### src/hdl/bba_ram.sv
// Generic single-clock RAM with one write port and one registered read port.
module bba_ram #(
	parameter int WIDTH = 8,
	parameter int DEPTH = 16,
	parameter int AW    = (DEPTH > 1) ? $clog2(DEPTH) : 1
) (
	input  logic             clk,
	input  logic             we,
	input  logic [AW-1:0]    waddr,
	input  logic [WIDTH-1:0] wdata,
	input  logic [AW-1:0]    raddr,
	output logic [WIDTH-1:0] rdata
);

	logic [WIDTH-1:0] mem [DEPTH];

	always_ff @(posedge clk) begin
		if (we) begin
			mem[waddr] <= wdata;
		end
		rdata <= mem[raddr];
	end

endmodule

### config.mk
export PLATFORM = sky130hd
export DESIGN_NAME = bba_ram
export DESIGN_NICKNAME = d
export VERILOG_FILES = /design/src/hdl/bba_ram.sv
export SDC_FILE = /design/constraint.sdc
export NUM_CORES = 1
export LEC_CHECK = 0
export ABC_AREA = 1
export BUFFER_PORTS_ARGS = -buffer_cell sky130_fd_sc_hd__buf_2
export CORE_MARGIN = 2
export CORE_UTILIZATION = 45
export DETAILED_ROUTE_END_ITERATION = 12
export GPL_ROUTABILITY_DRIVEN = 0
export PLACE_DENSITY = 0.7
export SYNTH_ARGS = -nofsm -noshare
export SYNTH_HDL_FRONTEND = slang
export SYNTH_SLANG_ARGS = --single-unit
### constraint.sdc
create_clock -name clk -period 1 [get_ports clk]
set_input_delay 0.1 -clock clk [delete_from_list [all_inputs] [get_ports clk]]
set_output_delay 0.1 -clock clk [all_outputs]
set_load 0.1 [all_outputs]
==> results.cfg, run 1 <==
[outcome]
status = finished, violations left
violations = setup timing

[run]
drv_cap = 0

[layout]
nFillCells = 999
seq_area_sq_um = 4020
syn2layout_area_growth_pct = 24.9
fin_area_sq_um = 7200
fin_nets = 623
antenna_cells = 0
drive_above_1_share_pct = 21.8
multi_input_area_sq_um = 1390

[sta]
rsz0062_at_grt = true
max_slew_margin_pct = 72.6
worst_pin_slew_ps = 410
timing.fmax_mhz = 942
hold_ws_ps = 99.4
timing.final.ws_setup_ps = -62.0
slew_violations = 0
finalHoldViolations = 0
fin_crit_ps = 1060
clock_skew_ps = 10.3
post-route-period-util_pct = 106
setup_viol_count_final = 8

[clock_network]
clock_latency_ps = 430
path_clk_slew_ps = 60
clock_sinks = 136
clock-root-buffer = clkbuf_16
cts_setup_buffers = 0
htree_levels = 4
clk_path_buf_depth = 2
cts_tree = done
cts_buffers = 17

[critical_path]
cp.depth = 1
worst_ep_required_time_ps = 900
critPathMaxFanout = 1
worst-r2r-cell-count = 6
crit_type = flip-flop to output pin
r2r_start = mem[6][0]$_DFFE_PP_
crit_path_end = rdata[5]
critPathCaptureType = output pin
path_cells = buf_12
cp-startpoint = rdata[5]$_DFF_P_
crit_family = flip-flops
rrSetupSlack_ps = 30
cp.arrival_ps = 960
slowest_delay_ps = 370
timing.rr.end = rdata[0]$_DFF_P_
worst_setup_path_start_kind = flip-flop
crit_slowest_cell = dfxtp_4
critPathBufInv = 1

[min_path]
hold_start = wdata[0]
hold_class = input pin to flip-flop

[detailed_routing]
antenna_left = 0
wl_met3_um = 985
routed_wl_mm = 13.7
wl_met1_mm = 5.22
dr_total_vias = 4100
drc = 0
routedWlPerCell_um = 17.3
vias_per_cell = 5.19
top_layer = met4
drt_iter0_drc = 358
met2WireLength_mm = 7.06
drtPass1Iterations = 5

[global_route]
overflow = 0
grt_usage_pct = 21.5
grt_max_degree = 34
grt_pass1_vias = 4123
antenna_found_initial = 0
grt_pass1_wl_mm = 21.2

[pwr]
p_leak_nw = 3.11
peakVddDrop_v = 0.00133
finalPower_w = 0.0140
p_per_area_nw_per_um2 = 1950

[synth]
synth_ff_type = edfxtp_1
yosys.area.top_type = edfxtp_1
synth-warning-count = 0
synth_area_sq_um = 5770
synthArstFlopShare_pct = 0
ys_seq_elements = 136
synth_top_area_share_pct = 66.7
syn_avg_cell_area_sq_um = 10.5
seq_area_frac_synth_pct = 69.4
synth_cells = 551
yosysMostFrequentCell = nand2_1
synth_area_leaders = edfxtp_1, nand2_1, nand3_1
synth_cell_types = 12
synth_edf_count = 128
ys_top_cells_by_count = nand2_1, edfxtp_1, inv_1
synth_nets = 569

[die]
core_sq_um = 12600
ios = 26
die-area_sq_um = 13700
initial_utilization_pct = 45.9
die_w_um = 117
rows = 41
die_h_um = 117

[placement]
port_buffers = 25
dpl.hpwl_mm = 8.45
pre_cts_ws_ps = -197
place_area_sq_um = 6430
-- per-stage QoR --
stage | TNS, ps | util [%] | std cells
3_5_place_dp | -12210 | 51.2 | 758
6_report | -315 | 57.3 | 790
5_1_grt | -644 | 57.3 | 790
2_1_floorplan | -4120 | - | 551
4_1_cts | -382 | 56.1 | 790
3_3_place_gp | -7650 | 51.2 | 758
-- worst min-delay path by stage --
stage | slack, ps | cells after the start | endpoint
3_5_place_dp | 530 | 1 | mem[7][4]$_DFFE_PP_
3_3_place_gp | 520 | 1 | mem[6][4]$_DFFE_PP_
6_report | 100 | 1 | mem[6][0]$_DFFE_PP_
4_1_cts | 90 | 1 | mem[7][4]$_DFFE_PP_
2_1_floorplan | 200 | 0 | mem[0][0]$_DFFE_PP_
5_1_grt | 100 | 1 | mem[10][1]$_DFFE_PP_
-- worst reg2reg max path: stages (launching register included) --
cell and delay, ps:
edfxtp_1 370, inv_1 80, nand2_1 90, nand3_2 100, nand3_2 90, nand3_2 70, nand2_1 60
-- layout make-up --
type	instances	area share, %
Tap cell	172	2.99
Clock buffer	20	6.20
Timing Repair Buffer	59	8.34
Clock inverter	12	2.10
Multi-Input combinational cell	289	19.3
Sequential cell	136	55.7
Inverter	102	5.31
-- cells in the final DEF, fill, tap and decap left out --
cell type,count
clkinv_2,2
inv_2,2
nor2_2,3
nand3_1,63
nand3_2,34
nor2_1,14
clkbuf_8,1
dfxtp_4,1
clkbuf_1,2
clkinv_4,2
buf_12,16
edfxtp_1,128
nand2_1,173
buf_4,26
clkinv_1,1
inv_1,100
bufinv_16,3
nand3b_1,2
clkbuf_16,17
dfxtp_2,7
buf_2,17
clkinvlp_4,4
-- repair_timing --
item                                   in CTS  in global routing
hold buffers                                0                  0
endpoints found under the hold margin       0                  0
setup endpoints to repair                  11                 16
gates resized for setup                     4                 31
pin swaps                                   2                  8
-- power breakdown --
group | internal, W | switching, W
Clock | 0.00397 | 0.00233
Combinational | 0.000427 | 0.000874
Sequential | 0.00638 | 0.0000592
-- logic make-up (layout without fill, tap and decap cells) --
| group | count (synthesis) | in the layout | synth area share [%] |
|---|---|---|---|
| and+or+nand+nor | 289 | 289 | 21.0 |
| DFF | 136 | 136 | 69.4 |
| buffers and inverters | 126 | 193 | 9.52 |
-- state kept, by name, indices dropped and copies added, names as in the netlist --
register and count:
rdata 8, mem 128
-- layer usage --
layer,global-route usage [%],up-vias
li1,-,1878
met5,0,-
met1,26.0,1998
met3,6.18,31
met2,36.1,193
met4,9.18,0
Note: power is estimated with default switching activity, not from simulation.
==> inputs of run 2 (changes only) <==
- CTS_BUF_LIST: unset -> sky130_fd_sc_hd__clkbuf_4 sky130_fd_sc_hd__clkbuf_8
==> run 2 against run 1 <==
The run still ends with setup timing left. Flip-flop and latch count stayed put. Utilization down 1.7 points. Via count down 2.9%. Power fell by 12%. Die area did not move. Critical path type unchanged. Critical endpoint unchanged.
==> results.cfg, run 2 (synthesized netlist as in run 1, its figures left out) <==
[critical_path]
path_cells = buf_12
r2r_start = mem[6][0]$_DFFE_PP_
worst_ep_required_time_ps = 900
critPathBufInv = 1
timing.rr.end = rdata[0]$_DFF_P_
crit_type = flip-flop to output pin
critPathCaptureType = output pin
cp.depth = 1
crit_path_end = rdata[5]
crit_family = flip-flops
worst-r2r-cell-count = 6
cp-startpoint = rdata[5]$_DFF_P_
cp.arrival_ps = 990
slowest_delay_ps = 380
rrSetupSlack_ps = 40
crit_slowest_cell = dfxtp_4
worst_setup_path_start_kind = flip-flop
critPathMaxFanout = 1

[layout]
reg.largest.list = mem: 128 flops, rdata: 8 flops
drive_above_1_share_pct = 22.0
final_util_pct = 55.7
final_common_cell = nand2_1
syn2layout_area_growth_pct = 21.3
largest_reg_flops = 128
antenna_cells = 0
fin_area_sq_um = 7000
fin_nets = 623
largest-register = mem
final_cell_mix = nand2_1, edfxtp_1, inv_1

[placement]
pre_cts_ws_ps = -197
port_buffers = 25
place_area_sq_um = 6430
dpl.hpwl_mm = 8.45

[detailed_routing]
routed_wl_mm = 13.2
vias_per_cell = 5.04
drt_iter0_drc = 322
antenna_left = 0
drtPass1Iterations = 5
dr_total_vias = 3982
drc = 0
routedWlPerCell_um = 16.7

[pwr]
switching_share_pct = 24.2
power.switching_w = 0.00298
peakVddDrop_v = 0.000980
p_per_area_nw_per_um2 = 1770
pwr-share-clk_pct = 37.5
p_int_w = 0.00937
pwr-share-seq_pct = 52.1
p_comb_share_pct = 10.4
p_leak_nw = 3.02

[die]
ios = 26
core_sq_um = 12600
die-area_sq_um = 13700
initial_utilization_pct = 45.9
die_h_um = 117
die_w_um = 117
rows = 41

[sta]
rsz0062_at_grt = true
fin_crit_ps = 1090
post-route-period-util_pct = 109
timing.fmax_mhz = 915
worst_pin_slew_ps = 405
slew_violations = 0
timing.final.ws_setup_ps = -92.9
max_slew_margin_pct = 73.0
clock_skew_ps = 12.5
hold_ws_ps = 77.1
finalHoldViolations = 0
setup_viol_count_final = 8

[global_route]
grt_max_degree = 34
grt_pass1_vias = 3966
grt_pass1_wl_mm = 20.6
grt_usage_pct = 20.8
overflow = 0
antenna_found_initial = 0

[clock_network]
cts_tree = done
clock-root-buffer = clkbuf_8
postCtsHoldBufs = 0
clock_latency_ps = 450
path_clk_slew_ps = 80
cts_setup_buffers = 0
htree_levels = 4
clk_path_buf_depth = 2
clock_sinks = 136
cts_buffers = 17

[run]
drv_cap = 0

[outcome]
status = finished, violations left
violations = setup timing

[min_path]
hold_start = wdata[1]
hold_class = input pin to flip-flop
==> run 2: cell count changes in the layout (fill, tap and decap cells not counted) <==
cell / delta
clkbuf_16: -17
inv_2: +3
nand3_1: +6
clkbuf_8: +17
nand2_1: -2
inv_1: -3
clkbuf_4: +2
nand3_2: -6
clkbuf_1: -2
nand2_2: +2
==> run 2: how the worst min path moves through the flow <==
stage	to	slack (ps)	cells after the start
global placement	mem[6][4]$_DFFE_PP_	520	1
CTS	mem[10][1]$_DFFE_PP_	60	1
detailed placement	mem[7][4]$_DFFE_PP_	530	1
global route	mem[3][2]$_DFFE_PP_	50	1
finish	mem[11][1]$_DFFE_PP_	80	1
floorplan	mem[0][0]$_DFFE_PP_	200	0
==> run 2: layer usage <==
metal | global-route usage, % | routed length, um | vias up
li1 | - | - | 1877
met1 | 25.2 | 5100 | 1927
met3 | 5.82 | 928 | 19
met4 | 8.71 | 274 | 0
met5 | 0 | 0 | -
met2 | 35.2 | 6860 | 159
==> run 2: area by class of cell <==
type	instances	area, sq um
timing repair buffer	59	601
sequential	136	4020
clock buffer	20	263
fill	1039	5570
clock inverter	12	151
multi-input combinational	289	1370
tap	172	215
inverter	102	383
==> run 2: what timing repair did <==
action                     CTS  global route
gates resized for setup      5            29
setup endpoints to repair   10            16
gates cloned                 0             0
pin swaps                    0            10
==> run 2: metrics by stage <==
| step | total power, W | setup TNS (ps) | std cells |
|---|---|---|---|
| floorplan | 0.00725 | -4120 | 551 |
| global placement | 0.00776 | -7650 | 758 |
| detailed placement | 0.00779 | -12210 | 758 |
| CTS | 0.0124 | -738 | 790 |
| global route | 0.0128 | -976 | 790 |
| finish | 0.0124 | -551 | 790 |
==> run 2: power by group through the flow <==
stage	Clock (W)	Sequential (W)	Combinational, W
finish	0.00463	0.00643	0.00129
global route	0.00493	0.00644	0.00138
detailed placement	0	0.00656	0.00123
global placement	0	0.00656	0.00121
CTS	0.00469	0.00643	0.00124
floorplan	0	0.00680	0.000452
